--- src/rtl/krle_pkg.sv ---
// shared types, keycodes and keymaps for the keyboard report line editor
// no dependencies; imported by every rtl module
package krle_pkg;

	localparam int MAX_CHARS   = 63;
	localparam int POS_W       = 6;
	localparam int CHAR_W      = 7;
	localparam int KEY_W       = 8;
	localparam int IN_TDATA_W  = 24;
	localparam int OUT_TDATA_W = 24;
	localparam int OUT_PAD_W   = OUT_TDATA_W - CHAR_W - 2 * POS_W;
	localparam int KIND_W      = 3;
	localparam int QDEPTH      = 2;
	localparam int QPTR_W      = $clog2(QDEPTH);
	localparam int QCNT_W      = $clog2(QDEPTH + 1);
	localparam int MAP_DEPTH   = 28;
	localparam int MAP_IDX_W   = $clog2(MAP_DEPTH);

	typedef logic [POS_W-1:0]  pos_t;
	typedef logic [CHAR_W-1:0] char_t;
	typedef logic [KEY_W-1:0]  key_t;

	localparam key_t KEY_FIRST       = 8'h04;
	localparam key_t KEY_LETTER_LAST = 8'h1d;
	localparam key_t KEY_DIGIT_FIRST = 8'h1e;
	localparam key_t KEY_MAP_LAST    = 8'h39;
	localparam key_t KEY_ENTER       = 8'h28;
	localparam key_t KEY_ESC         = 8'h29;
	localparam key_t KEY_BKSP        = 8'h2a;
	localparam key_t KEY_TAB         = 8'h2b;
	localparam key_t KEY_RIGHT       = 8'h4f;
	localparam key_t KEY_LEFT        = 8'h50;
	localparam key_t KEY_ARROW_LAST  = 8'h52;
	localparam key_t SHIFT_MASK      = 8'h22;
	localparam key_t SHIFT_OFFSET    = 8'd61;
	localparam key_t PLAIN_OFFSET    = 8'd93;
	localparam char_t ASCII_SPACE    = 7'h20;

	typedef enum logic [KIND_W-1:0] {
		EV_IGNORED,
		EV_INSERTED,
		EV_DELETED,
		EV_MOVED,
		EV_LINE_CHAR,
		EV_LINE_END,
		EV_ESCAPE
	} event_kind_t;

	typedef enum logic [3:0] {
		OP_NONE,
		OP_TAB,
		OP_RIGHT,
		OP_LEFT,
		OP_ARROW_NOP,
		OP_BKSP,
		OP_ENTER,
		OP_ESC,
		OP_KEY
	} op_t;

	typedef enum logic [1:0] {
		ST_IDLE,
		ST_SHIFT,
		ST_FINISH,
		ST_EMIT
	} back_state_t;

	typedef struct packed {
		op_t   op;
		key_t  key_a;
		key_t  key_b;
		char_t ch_a;
		char_t ch_b;
	} cmd_t;

	typedef struct packed {
		event_kind_t kind;
		char_t       ch;
		pos_t        cursor;
		pos_t        length;
		logic        last;
	} result_t;

	localparam char_t PLAIN_MAP [MAP_DEPTH] = '{
		7'h31, 7'h32, 7'h33, 7'h34, 7'h35, 7'h36, 7'h37, 7'h38, 7'h39, 7'h30,
		7'h00, 7'h00, 7'h00, 7'h00, 7'h20, 7'h2d, 7'h3d, 7'h5b, 7'h5d, 7'h5c,
		7'h00, 7'h3b, 7'h27, 7'h60, 7'h2c, 7'h2e, 7'h2f, 7'h00
	};

	localparam char_t SHIFT_MAP [MAP_DEPTH] = '{
		7'h21, 7'h40, 7'h23, 7'h24, 7'h25, 7'h5e, 7'h26, 7'h2a, 7'h28, 7'h29,
		7'h00, 7'h00, 7'h00, 7'h00, 7'h20, 7'h5f, 7'h2b, 7'h7b, 7'h7d, 7'h7c,
		7'h00, 7'h3a, 7'h22, 7'h7e, 7'h3c, 7'h3e, 7'h3f, 7'h00
	};

	// zero means the keycode has no character
	function automatic char_t map_key(key_t mods, key_t key);
		logic                 shift;
		logic [MAP_IDX_W-1:0] idx;
		key_t                 sum;
		char_t                ch;
		shift = (mods & SHIFT_MASK) != '0;
		idx   = MAP_IDX_W'(key - KEY_DIGIT_FIRST);
		sum   = key + (shift ? SHIFT_OFFSET : PLAIN_OFFSET);
		ch    = '0;
		if (key >= KEY_FIRST && key <= KEY_LETTER_LAST) begin
			ch = sum[CHAR_W-1:0];
		end else if (key >= KEY_DIGIT_FIRST && key <= KEY_MAP_LAST) begin
			ch = shift ? SHIFT_MAP[idx] : PLAIN_MAP[idx];
		end
		return ch;
	endfunction

endpackage

--- src/rtl/krle_front.sv ---
// front end: takes keyboard reports and classifies them into editor commands
// depends on krle_pkg
module krle_front (
	input  logic                            s_axis_tvalid,
	output logic                            s_axis_tready,
	input  logic [krle_pkg::IN_TDATA_W-1:0] s_axis_tdata,
	output logic                            cmd_valid,
	input  logic                            cmd_ready,
	output krle_pkg::cmd_t                  cmd
);
	import krle_pkg::*;

	key_t mods;
	key_t k0;
	key_t k1;

	assign mods = s_axis_tdata[KEY_W-1:0];
	assign k0   = s_axis_tdata[2*KEY_W-1:KEY_W];
	assign k1   = s_axis_tdata[3*KEY_W-1:2*KEY_W];

	assign cmd_valid     = s_axis_tvalid;
	assign s_axis_tready = cmd_ready;

	always_comb begin
		cmd.key_a = k0;
		cmd.key_b = k1;
		cmd.ch_a  = map_key(mods, k0);
		cmd.ch_b  = map_key(mods, k1);
		priority if (k0 < KEY_FIRST) begin
			cmd.op = OP_NONE;
		end else if (k0 == KEY_TAB) begin
			cmd.op = OP_TAB;
		end else if (k0 == KEY_RIGHT) begin
			cmd.op = OP_RIGHT;
		end else if (k0 == KEY_LEFT) begin
			cmd.op = OP_LEFT;
		end else if (k0 > KEY_LEFT && k0 <= KEY_ARROW_LAST) begin
			cmd.op = OP_ARROW_NOP;
		end else if (k0 == KEY_BKSP) begin
			cmd.op = OP_BKSP;
		end else if (k0 == KEY_ENTER) begin
			cmd.op = OP_ENTER;
		end else if (k0 == KEY_ESC) begin
			cmd.op = OP_ESC;
		end else begin
			cmd.op = OP_KEY;
		end
	end

endmodule

--- src/rtl/krle_cmd_queue.sv ---
// short command queue between the front end and the line engine
// depends on krle_pkg
module krle_cmd_queue (
	input  logic           clk,
	input  logic           arst_n,
	input  logic           push_valid,
	output logic           push_ready,
	input  krle_pkg::cmd_t push_cmd,
	output logic           pop_valid,
	input  logic           pop_ready,
	output krle_pkg::cmd_t pop_cmd
);
	import krle_pkg::*;

	cmd_t              entry_q [QDEPTH];
	logic [QPTR_W-1:0] wr_ptr_q;
	logic [QPTR_W-1:0] rd_ptr_q;
	logic [QCNT_W-1:0] count_q;
	logic              push;
	logic              pop;

	assign push_ready = count_q != QCNT_W'(QDEPTH);
	assign pop_valid  = count_q != '0;
	assign pop_cmd    = entry_q[rd_ptr_q];
	assign push       = push_valid && push_ready;
	assign pop        = pop_valid && pop_ready;

	always_ff @(posedge clk or negedge arst_n) begin
		if (!arst_n) begin
			wr_ptr_q <= '0;
			rd_ptr_q <= '0;
			count_q  <= '0;
		end else begin
			if (push) begin
				wr_ptr_q <= wr_ptr_q + QPTR_W'(1);
			end
			if (pop) begin
				rd_ptr_q <= rd_ptr_q + QPTR_W'(1);
			end
			if (push && !pop) begin
				count_q <= count_q + QCNT_W'(1);
			end else if (pop && !push) begin
				count_q <= count_q - QCNT_W'(1);
			end
		end
	end

	always_ff @(posedge clk) begin
		if (push) begin
			entry_q[wr_ptr_q] <= push_cmd;
		end
	end

endmodule

--- src/rtl/krle_back.sv ---
// line engine: line memory, cursor and length, shifting and line output
// depends on krle_pkg
module krle_back (
	input  logic              clk,
	input  logic              arst_n,
	input  logic              cmd_valid,
	output logic              cmd_ready,
	input  krle_pkg::cmd_t    cmd,
	output logic              res_valid,
	input  logic              res_ready,
	output krle_pkg::result_t res
);
	import krle_pkg::*;

	back_state_t state_q, state_d;
	pos_t        len_q, len_d;
	pos_t        cur_q, cur_d;
	key_t        prev_q, prev_d;
	pos_t        idx_q, idx_d;
	logic        up_q, up_d;
	logic        tab_q, tab_d;
	char_t       ch_q, ch_d;
	pos_t        n_q, n_d;
	pos_t        rd_idx_q, rd_idx_d;
	pos_t        em_q, em_d;
	logic        rdv_q, rdv_d;
	logic        pend_q, pend_d;
	pos_t        pend_addr_q, pend_addr_d;
	char_t       rd_data_q;
	char_t       line_mem [MAX_CHARS];
	logic        out_valid_q;
	result_t     out_q;

	logic        out_free;
	logic        pop;
	logic        sel_second;
	key_t        sel_key;
	char_t       sel_ch;
	logic        key_go;
	logic        tab_go;
	logic        del_go;
	logic        enter_go;
	logic        shift_go;
	logic        more;
	logic        fire;
	logic        rd_go;
	logic        last_char;
	logic        emit;
	result_t     res_d;
	logic        mem_rd_en;
	pos_t        mem_rd_addr;
	logic        mem_wr_en;
	pos_t        mem_wr_addr;
	char_t       mem_wr_data;

	assign out_free   = !out_valid_q || res_ready;
	assign pop        = (state_q == ST_IDLE) && cmd_valid && out_free;
	assign cmd_ready  = pop;
	assign sel_second = (cmd.key_b != '0) && (cmd.key_a == prev_q);
	assign sel_key    = sel_second ? cmd.key_b : cmd.key_a;
	assign sel_ch     = sel_second ? cmd.ch_b : cmd.ch_a;
	assign key_go     = (cmd.op == OP_KEY) && (len_q < POS_W'(MAX_CHARS))
		&& !((cmd.key_b == '0) && (cmd.key_a == prev_q)) && (sel_ch != '0);
	assign tab_go     = (cmd.op == OP_TAB)
		&& (({1'b0, len_q} + (POS_W+1)'(2)) <= (POS_W+1)'(MAX_CHARS));
	assign del_go     = (cmd.op == OP_BKSP) && (cur_q != '0);
	assign enter_go   = (cmd.op == OP_ENTER) && (len_q != '0);
	assign shift_go   = key_go || tab_go || del_go;
	assign more       = up_q ? (idx_q > cur_q)
		: (({1'b0, idx_q} + (POS_W+1)'(1)) < {1'b0, len_q});
	assign fire       = rdv_q && out_free;
	assign rd_go      = (rd_idx_q < n_q) && (!rdv_q || fire);
	assign last_char  = ({1'b0, em_q} + (POS_W+1)'(1)) == {1'b0, n_q};

	assign res_valid = out_valid_q;
	assign res       = out_q;

	always_comb begin
		state_d = state_q;
		unique case (state_q)
			ST_IDLE: begin
				if (pop && shift_go) begin
					state_d = ST_SHIFT;
				end else if (pop && enter_go) begin
					state_d = ST_EMIT;
				end
			end
			ST_SHIFT: begin
				if (!more && !pend_q) begin
					state_d = ST_FINISH;
				end
			end
			ST_FINISH: begin
				if (out_free) begin
					state_d = (up_q && tab_q) ? ST_SHIFT : ST_IDLE;
				end
			end
			ST_EMIT: begin
				if (fire && last_char) begin
					state_d = ST_IDLE;
				end
			end
			default: state_d = ST_IDLE;
		endcase
	end

	always_comb begin
		len_d       = len_q;
		cur_d       = cur_q;
		prev_d      = prev_q;
		idx_d       = idx_q;
		up_d        = up_q;
		tab_d       = tab_q;
		ch_d        = ch_q;
		n_d         = n_q;
		rd_idx_d    = rd_idx_q;
		em_d        = em_q;
		rdv_d       = rdv_q;
		pend_d      = pend_q;
		pend_addr_d = pend_addr_q;
		emit        = 1'b0;
		res_d.kind  = EV_IGNORED;
		res_d.ch    = '0;
		res_d.last  = 1'b1;
		mem_rd_en   = 1'b0;
		mem_rd_addr = rd_idx_q;
		mem_wr_en   = 1'b0;
		mem_wr_addr = pend_addr_q;
		mem_wr_data = rd_data_q;
		unique case (state_q)
			ST_IDLE: begin
				if (pop) begin
					emit = !shift_go && !enter_go;
					unique case (cmd.op)
						OP_NONE: begin
							prev_d = '0;
						end
						OP_TAB: begin
							ch_d  = ASCII_SPACE;
							tab_d = 1'b1;
							up_d  = 1'b1;
							idx_d = len_q;
						end
						OP_RIGHT: begin
							if (cur_q < len_q) begin
								cur_d      = cur_q + pos_t'(1);
								res_d.kind = EV_MOVED;
							end
						end
						OP_LEFT: begin
							if (cur_q != '0) begin
								cur_d      = cur_q - pos_t'(1);
								res_d.kind = EV_MOVED;
							end
						end
						OP_ARROW_NOP: begin
							res_d.kind = EV_IGNORED;
						end
						OP_BKSP: begin
							up_d  = 1'b0;
							idx_d = cur_q - pos_t'(1);
						end
						OP_ENTER: begin
							len_d      = '0;
							cur_d      = '0;
							prev_d     = '0;
							n_d        = len_q;
							rd_idx_d   = '0;
							em_d       = '0;
							rdv_d      = 1'b0;
							res_d.kind = EV_LINE_END;
						end
						OP_ESC: begin
							len_d      = '0;
							cur_d      = '0;
							prev_d     = '0;
							res_d.kind = EV_ESCAPE;
						end
						OP_KEY: begin
							if (key_go) begin
								ch_d   = sel_ch;
								prev_d = sel_key;
								up_d   = 1'b1;
								tab_d  = 1'b0;
								idx_d  = len_q;
							end
						end
						default: begin
							res_d.kind = EV_IGNORED;
						end
					endcase
				end
			end
			ST_SHIFT: begin
				// read one entry while writing the one read in the previous cycle
				mem_wr_en   = pend_q;
				mem_rd_en   = more;
				mem_rd_addr = up_q ? idx_q - pos_t'(1) : idx_q + pos_t'(1);
				pend_d      = more;
				if (more) begin
					pend_addr_d = idx_q;
					idx_d       = up_q ? idx_q - pos_t'(1) : idx_q + pos_t'(1);
				end
			end
			ST_FINISH: begin
				if (out_free) begin
					emit = 1'b1;
					if (up_q) begin
						mem_wr_en   = 1'b1;
						mem_wr_addr = cur_q;
						mem_wr_data = ch_q;
						len_d       = len_q + pos_t'(1);
						cur_d       = cur_q + pos_t'(1);
						idx_d       = len_q + pos_t'(1);
						tab_d       = 1'b0;
						res_d.kind  = EV_INSERTED;
						res_d.ch    = ch_q;
						res_d.last  = !tab_q;
					end else begin
						len_d      = len_q - pos_t'(1);
						cur_d      = cur_q - pos_t'(1);
						res_d.kind = EV_DELETED;
					end
				end
			end
			ST_EMIT: begin
				mem_rd_en = rd_go;
				if (rd_go) begin
					rd_idx_d = rd_idx_q + pos_t'(1);
				end
				rdv_d = rd_go ? 1'b1 : (fire ? 1'b0 : rdv_q);
				if (fire) begin
					emit       = 1'b1;
					em_d       = em_q + pos_t'(1);
					res_d.kind = EV_LINE_CHAR;
					res_d.ch   = rd_data_q;
					res_d.last = last_char;
				end
			end
			default: begin
				emit = 1'b0;
			end
		endcase
		res_d.cursor = cur_d;
		res_d.length = len_d;
	end

	always_ff @(posedge clk or negedge arst_n) begin
		if (!arst_n) begin
			state_q     <= ST_IDLE;
			len_q       <= '0;
			cur_q       <= '0;
			prev_q      <= '0;
			idx_q       <= '0;
			up_q        <= 1'b0;
			tab_q       <= 1'b0;
			n_q         <= '0;
			rd_idx_q    <= '0;
			em_q        <= '0;
			rdv_q       <= 1'b0;
			pend_q      <= 1'b0;
			pend_addr_q <= '0;
			out_valid_q <= 1'b0;
		end else begin
			state_q     <= state_d;
			len_q       <= len_d;
			cur_q       <= cur_d;
			prev_q      <= prev_d;
			idx_q       <= idx_d;
			up_q        <= up_d;
			tab_q       <= tab_d;
			n_q         <= n_d;
			rd_idx_q    <= rd_idx_d;
			em_q        <= em_d;
			rdv_q       <= rdv_d;
			pend_q      <= pend_d;
			pend_addr_q <= pend_addr_d;
			if (emit) begin
				out_valid_q <= 1'b1;
			end else if (res_ready) begin
				out_valid_q <= 1'b0;
			end
		end
	end

	always_ff @(posedge clk) begin
		ch_q <= ch_d;
		if (emit) begin
			out_q <= res_d;
		end
	end

	// line memory, one write and one registered read per cycle
	always_ff @(posedge clk) begin
		if (mem_wr_en) begin
			line_mem[mem_wr_addr] <= mem_wr_data;
		end
		if (mem_rd_en) begin
			rd_data_q <= line_mem[mem_rd_addr];
		end
	end

endmodule

--- src/rtl/keyboard_report_line_editor.sv ---
// top level of the keyboard report line editor
// depends on krle_pkg, krle_front, krle_cmd_queue and krle_back
//
// Boot-keyboard reports (modifier byte, two keycodes) come in on s_axis and
// each one gives one or more events on m_axis, the last marked by tlast.
// Reports are classified on entry and wait in a two-deep command queue, so
// the input can take up to two reports while the line engine works. The
// line is held in a 63-entry memory with one write and one registered read
// per cycle; its contents are undefined after reset and only the first
// length entries are ever read, so no clearing pass is run. Cursor moves,
// ignored keys and escape are answered without a shift. An insert or a
// delete shifts the tail of the line one entry per cycle; TAB runs two
// inserts. ENTER streams the line through the registered read at one
// character per cycle while m_axis is not stalled.
module keyboard_report_line_editor (
	input  logic                             clk,
	input  logic                             arst_n,
	input  logic                             s_axis_tvalid,
	output logic                             s_axis_tready,
	// modifier_bits, first_key, second_key
	input  logic [krle_pkg::IN_TDATA_W-1:0]  s_axis_tdata,
	output logic                             m_axis_tvalid,
	input  logic                             m_axis_tready,
	// char_code, cursor_pos, line_length, zero pad
	output logic [krle_pkg::OUT_TDATA_W-1:0] m_axis_tdata,
	// event_kind
	output logic [krle_pkg::KIND_W-1:0]      m_axis_tuser,
	output logic                             m_axis_tlast
);
	import krle_pkg::*;

	logic    front_valid;
	logic    front_ready;
	cmd_t    front_cmd;
	logic    q_valid;
	logic    q_ready;
	cmd_t    q_cmd;
	result_t res;

	krle_front u_front (
		.s_axis_tvalid (s_axis_tvalid),
		.s_axis_tready (s_axis_tready),
		.s_axis_tdata  (s_axis_tdata),
		.cmd_valid     (front_valid),
		.cmd_ready     (front_ready),
		.cmd           (front_cmd)
	);

	krle_cmd_queue u_queue (
		.clk        (clk),
		.arst_n     (arst_n),
		.push_valid (front_valid),
		.push_ready (front_ready),
		.push_cmd   (front_cmd),
		.pop_valid  (q_valid),
		.pop_ready  (q_ready),
		.pop_cmd    (q_cmd)
	);

	krle_back u_back (
		.clk       (clk),
		.arst_n    (arst_n),
		.cmd_valid (q_valid),
		.cmd_ready (q_ready),
		.cmd       (q_cmd),
		.res_valid (m_axis_tvalid),
		.res_ready (m_axis_tready),
		.res       (res)
	);

	assign m_axis_tdata = {OUT_PAD_W'(0), res.length, res.cursor, res.ch};
	assign m_axis_tuser = res.kind;
	assign m_axis_tlast = res.last;

endmodule

--- config.mk ---
export PLATFORM = sky130hd
export DESIGN_NAME = keyboard_report_line_editor
export DESIGN_NICKNAME = d
export VERILOG_FILES = /design/src/rtl/krle_pkg.sv /design/src/rtl/krle_front.sv /design/src/rtl/krle_cmd_queue.sv /design/src/rtl/krle_back.sv /design/src/rtl/keyboard_report_line_editor.sv
export SDC_FILE = /design/constraint.sdc
export NUM_CORES = 1
export LEC_CHECK = 0
export BUFFER_PORTS_ARGS = -buffer_cell sky130_fd_sc_hd__buf_2
export CORE_MARGIN = 2
export CORE_UTILIZATION = 40
export DETAILED_ROUTE_END_ITERATION = 10
export GPL_TIMING_DRIVEN = 0
export PLACE_DENSITY = 0.53
export SLEW_MARGIN = 5
export SYNTH_ARGS = -nofsm -noshare
export SYNTH_HDL_FRONTEND = slang
export SYNTH_SLANG_ARGS = --single-unit
--- constraint.sdc ---
create_clock -name clk -period 4.75 [get_ports clk]
set_clock_uncertainty 0.15 [all_clocks]
set_input_delay 0.475 -clock clk [delete_from_list [all_inputs] [get_ports clk]]
set_output_delay 0.475 -clock clk [all_outputs]
set_load 0.05 [all_outputs]
# Word level (Yosys, flattened, before mapping)
# Memory sizes are Yosys's and may differ from the RTL's. A register that Yosys moved wholly into a read port is not among the register bits.
# Cells that the tools add are included.
[totals]
reg_bits = 91
ramBits = 509
romBits = 896
inputBits = 28
out_inout_bits = 30
elab_cells = 287
n_memories = 6
[memory_table]
columns = ["name", "depth", "width", "read_ports", "rd_clocked_by_memory_dff", "write_ports", "line_no", "rtl"]
rows = [
  ["u_back.line_mem", 63, 7, 1, 1, 1, "krle_back.sv:30", "char_t line_mem [MAX_CHARS];"],
  ["(no name shown)", 32, 7, 1, 0, 0, "krle_pkg.sv:109", "ch = shift ? SHIFT_MAP[idx] : PLAIN_MAP[idx];"],
  ["(no name shown)", 32, 7, 1, 0, 0, "krle_pkg.sv:109", ""],
  ["(no name shown)", 32, 7, 1, 0, 0, "krle_pkg.sv:109", ""],
  ["(no name shown)", 32, 7, 1, 0, 0, "krle_pkg.sv:109", ""],
  ["u_queue.entry_q", 2, 34, 1, 0, 1, "krle_cmd_queue.sv:15", "cmd_t entry_q [QDEPTH];"],
]
[classes]
add_sub_neg = 19
magnitude_cmp = 19
eq_ne = 34
muxes = 113
bitwise_logic = 2
n_reduce_logical = 71
[op_table]
columns = ["operator", "count"]
rows = [
  ["two-way mux 7 bit", 21],
  ["two-way mux 6 bit", 23],
  ["one-hot mux 6 bit (3 select lines)", 3],
  ["one-hot mux 6 bit (2 select lines)", 4],
  ["equality test 8 x 6 -> 1 bit (second input constant)", 4],
  ["two-way mux 4 bit", 8],
  ["adder 6 x 1 -> 6 bit (second input constant)", 5],
  ["one-hot mux 7 bit (2 select lines)", 2],
  ["AND reduction 4 bit", 7],
  ["logical AND 1 bit", 27],
  ["two-way mux 1 bit", 25],
  ["two-way mux 2 bit", 10],
  ["inequality test 2 x 1 -> 1 bit (second input constant)", 9],
  ["subtractor 6 x 1 -> 6 bit (second input constant)", 3],
  ["equality test 8 x 7 -> 1 bit (second input constant)", 2],
  ["greater-or-equal comparator 8 x 3 -> 1 bit (second input constant)", 2],
  ["greater-or-equal comparator 8 x 5 -> 1 bit (second input constant)", 2],
  ["<= comparator 8 x 5 -> 1 bit (second input constant)", 2],
  ["<= comparator 8 x 6 -> 1 bit (second input constant)", 2],
  ["two-way mux 8 bit", 2],
  ["one-hot mux 8 bit (2 select lines)", 1],
  ["nonzero test 8 bit", 2],
  ["adder 6 x 1 -> 7 bit (second input constant)", 2],
  ["adder 7 bit", 2],
  ["other kinds (51)", 88],
]

# Depth between registers and ports, before layout
# An unclocked memory read counts as a cell.
[depth]
depth_word = 13
depth_mapped = 13
ltp_nobuf = 11

# By module
# Synthesis repeated with hierarchy kept, for this count alone.
[unflattened]
hier_cells = 1998
area_unflattened_um2 = 28894.0
[modules_own_cells]
columns = ["module", "instances", "cells_per_inst", "area_per_inst_um2", "seq_area_each_um2"]
rows = [
  ["krle_back", 1, 1555, 23826.6, 15780.1],
  ["krle_cmd_queue", 1, 124, 2798.9, 2142.1],
  ["krle_front", 1, 313, 2227.1, 0.0],
  ["keyboard_report_line_editor", 1, 6, 41.3, 0.0],
]

# Worst setup path after synthesis
# No wires, ideal clock.
[synth_path]
kind = "reg-to-reg"
start = "register u_back.len_q[2]"
end = "register u_back.out_q, in the netlist u_back.res[0] (enable)"
setup_time_ns = 0.411
arrival_ns = 3.210
required_time_ns = 4.189
setup_slack_ns = 0.979
path_stages_with_launch = 11
n_path_buf = 1
period_less_slack_ns = 3.771
path_cell_list = "dfrtp_1 > clkbuf_1 > inv_1 > ha_1 > and2_0 > a2111oi_0 > o211ai_1 > o211ai_1 > o211a_1 > nand3_1 > a21oi_1"
[synth_via]
elab_chain_len = 10
word_cells_on_any_way = 16
cone_classes = "add/sub: 1; order compare: 2; mux: 2; reduce/logical: 11"
[synth_lines]
columns = ["item", "line_no", "rtl"]
rows = [
  ["start, declared", "krle_back.sv:16", "pos_t len_q, len_d;"],
  ["start signal, assigned", "krle_back.sv:266", "len_q <= len_d;"],
  ["branches (longest 7 deep; another with adder 6 x 2 -> 7 bit)", "--", ""],
  ["logical AND 1 bit *", "krle_back.sv:133", "emit = !shift_go && !enter_go;"],
  ["two-way mux 1 bit *", "krle_back.sv:132", "if (pop) begin"],
  ["one-hot mux 1 bit (3 select lines) *", "krle_back.sv:130", "unique case (state_q)"],
  ["via u_back.emit", "krle_back.sv:48", "logic emit;"],
  ["end signal, assigned", "krle_back.sv:289", "out_q <= res_d;"],
  ["end, declared", "krle_back.sv:32", "result_t out_q;"],
]
# Mark *: on every way through the listed nets, which the timed path passes.
# A chain may end at the register's enable or synchronous reset.

# Worst setup path after layout
[layout_path]
start = "register u_back.up_q"
end = "register u_back.rd_data_q[1] (read register of u_back.line_mem) (data pin)"
[layout_via]
elab_chain_len = 2
word_cells_on_any_way = 4
cone_classes = "mux: 4"
[layout_lines]
columns = ["item", "line_no", "rtl"]
rows = [
  ["start, declared", "krle_back.sv:20", "logic up_q, up_d;"],
  ["start signal, assigned", "krle_back.sv:270", "up_q <= up_d;"],
  ["two-way mux 1 bit or two-way mux 6 bit (tied branches)", "krle_back.sv:69, krle_back.sv:198", ""],
  ["one-hot mux 1 bit (2 select lines) or two-way mux 6 bit (tied branches)", "krle_back.sv:130", ""],
  ["end, declared", "krle_back.sv:29", "char_t rd_data_q;"],
]
# Several ways; a longest one is shown, not always the timed one.

==> impl_metrics.tcl <==
set metrics [dict create \
    area_growth_pct 13.3 \
    routed_wl_um 89800 \
    period_share_pct 99.6 \
    detailedRoute.firstPassIterationCount 6 \
    synth.area.top_cells "edfxtp_1 56%, nand2_1 5.5%, dfrtp_1 5.2%, ha_1 2.8%, and3_1 2.1%" \
    antenna_found_initial 0 \
    cp-start-kind "flop" \
    cts_sinks 607 \
    htreeDepth 3 \
    clock_path_buffers 3 \
    syn_area_mm2 0.0293 \
    port_buffers 46 \
    end_kind "flop" \
    p_total_mw 24.1 \
    finalWeightedCongestion 0.930 \
    ir_drop_uv 492 \
    ant_nets 0 \
    cts_root_buf "clkbuf_16" \
    clkTransAtPathRegs_ns 0.06 \
    grt_pass1_vias 20859 \
    route.vias.total 21629 \
    initial_core_util_pct 40.3 \
    clkLatencyLatePin_ns 0.61 \
    core_area_mm2 0.0727 \
    gr-total-overflow 0 \
    drc 0 \
    cts_setup_buffers 0 \
    status "completed" \
    worst_hold_slack_ns 0.0433 \
    period_needed_ns 4.73 \
    slew_viol_final 0 \
    yosysMostFrequentCell "edfxtp_1" \
    worstPathArrival_ns 4.88 \
    yosysWarnings 0 \
    ios 58 \
    grt.total_usage_pct 23.7 \
    cts_buffers 69 \
    die_y_um 275 \
    avgSynthCellArea_um2 11.8 \
    fin_nets 2714 \
    fmax_ghz 0.211 \
    ys_ff_latch 607 \
    vias_per_cell 5.96 \
    slew_headroom_pct 15.3 \
    netlist.area_leader.share_pct 55.9 \
    hpwl_um 62200 \
    die_area_mm2 0.0754 \
    synth_top_flop_cell "edfxtp_1" \
    drive_gt1_share_pct 8.65 \
    synth_area_leader_cell "edfxtp_1" \
    cp_max_fo 13 \
    power.leakage_nw 11.5 \
    ys_types 88 \
    setup_viol 0 \
    worst-setup-path-type "reg -> reg" \
    synth-edff-count 546 \
    wl_per_cell_um 24.7 \
    dp_slack_ns -0.317 \
    required_ns 4.90 \
    cts_tree "yes" \
    num_rows 99 \
    syn_inst 2486 \
    yosysSeqAreaShare_pct 61.2 \
    hp-class "in -> reg" \
    grt_max_degree 64 \
    synthArstFlopShare_pct 10.0 \
    drt-initial-drc-count 2374 \
    grt_pass1_wl_um 134000 \
    die_w_um 275 \
    power_density_mw_per_mm2 727 \
    drv_cap 0 \
    netlist_top_cells_count "546 x edfxtp_1, 426 x nand2_1, 139 x clkbuf_1" \
    hold_viol_final 0 \
    worst_slew_pin_slew_ns 1.27 \
    fin_ws_ns 0.0182 \
]
[final timing paths]
check / start / to / slack [ns] / depth (start not counted)
setup / recovery: u_back.up_q / u_back.rd_data_q[1] / 0.02 / 10
max in group asynchronous: arst_n / u_back.em_q[3] / 3.71 / 3
min in group asynchronous: arst_n / u_back.prev_q[7] / 0.19 / 2
hold / removal: s_axis_tdata[16] / u_queue.entry_q[1][14] / 0.04 / 1
setup reg to reg: u_back.up_q / u_back.rd_data_q[1] / 0.02 / 10
hold reg to reg: u_queue.count_q[1] / u_queue.count_q[1] / 0.35 / 1
[per-stage QoR]
| step | area [µm²] | utilization, % | TNS (ns) | std cells |
|---|---|---|---|---|
| 2_1_floorplan | 29300 | - | 0 | 2490 |
| 4_1_cts | 33200 | 45.6 | 0 | 3629 |
| 3_3_place_gp | 30800 | 42.3 | -205.97 | 3495 |
| 6_report | 33200 | 45.6 | 0 | 3630 |
| 5_1_grt | 33200 | 45.6 | -0.00893 | 3629 |
| 3_5_place_dp | 30900 | 42.5 | -1.32 | 3499 |
[kinds of logic after synthesis]
group | count (synthesis) | synth area share (%)
other | 1 | 0.0128
AND/OR/NAND/NOR | 890 | 14.0
XOR/XNOR | 59 | 1.76
multiplexers | 50 | 2.35
flip-flops | 607 | 61.2
buffers and inverters | 225 | 3.14
AO/OA/AOI/OAI | 587 | 14.7
adder cells (fa/ha/maj) | 67 | 2.89
[worst max-delay path: stages (launching register included)]
cell,delay (ns)
dfrtp_1,0.59
fa_1,0.72
mux2_2,0.18
clkbuf_1,0.38
buf_2,0.34
buf_2,0.33
nand3_1,0.18
a311oi_1,0.61
a311oi_1,0.20
o31ai_2,0.47
o31ai_1,0.24
[power breakdown]
group | switching [mW] | total, mW | leakage, nW | internal (mW)
Clock | 2.15 | 5.15 | 1.05 | 3.00
Combinational | 8.09 | 11.3 | 4.71 | 3.17
Sequential | 0.419 | 7.72 | 5.75 | 7.30
Total | 10.7 | 24.1 | 11.5 | 13.5
[final cells by class]
type / instances / area, µm²
Multi-Input combinational cell: 1658 / 10600
Tap cell: 959 / 1200
Clock buffer: 82 / 1810
Fill cell: 6592 / 39500
Clock inverter: 40 / 352
Buffer: 175 / 738
Timing Repair Buffer: 58 / 395
Inverter: 50 / 188
Sequential cell: 607 / 17900
Antenna cell: 1 / 2.50
[flip-flops by register name, indices dropped and copies added (netlist names), 2 cells and up]
register,flops
u_back.em_q,6
u_back.n_q,6
u_back.res,23
u_back.line_mem,441
u_queue.entry_q,68
u_back.rd_data_q,7
u_back.ch_q,7
u_back.idx_q,6
u_back.len_q,6
u_back.cur_q,6
u_queue.count_q,2
u_back.prev_q,8
u_back.rd_idx_q,6
u_back.state_q,2
u_back.pend_addr_q,6
[routing by layer]
layer  wire (µm)  track usage (%)  vias to the layer above
li1            -                -                     9776
met1       39000             33.2                    10904
met2       42300             38.4                      823
met3        6160             3.21                      126
met4        2320             7.09                        0
met5           0                0                        -
[what timing repair did]
action	CTS	global route
endpoints found under the setup margin	7	7
hold endpoints to repair	75	0
gates resized for setup	6	8
hold buffers	8	0
[cells in the final DEF, fill, tap and decap left out, types with 10 or more instances in the layout]
cell	n
and3_1	98
xor2_1	18
o221ai_1	10
buf_1	14
nor4_1	12
a21oi_1	69
clkbuf_16	70
inv_1	44
a311oi_1	65
buf_2	54
a211oi_1	74
nand4_1	10
a31o_2	10
xnor2_1	40
clkinv_2	10
a21o_1	11
o31ai_1	28
o211ai_1	18
clkinv_1	22
a22o_1	16
clkbuf_1	147
a311o_1	51
dfrtp_1	61
and2_1	10
mux2i_1	22
o32ai_1	11
ha_1	66
nand3_1	112
nand2_1	419
nand2b_1	24
a31oi_1	38
o22ai_1	16
edfxtp_1	546
o21ai_0	84
nor2_1	125
nor3_1	24
(Power assumes the default switching activity.)
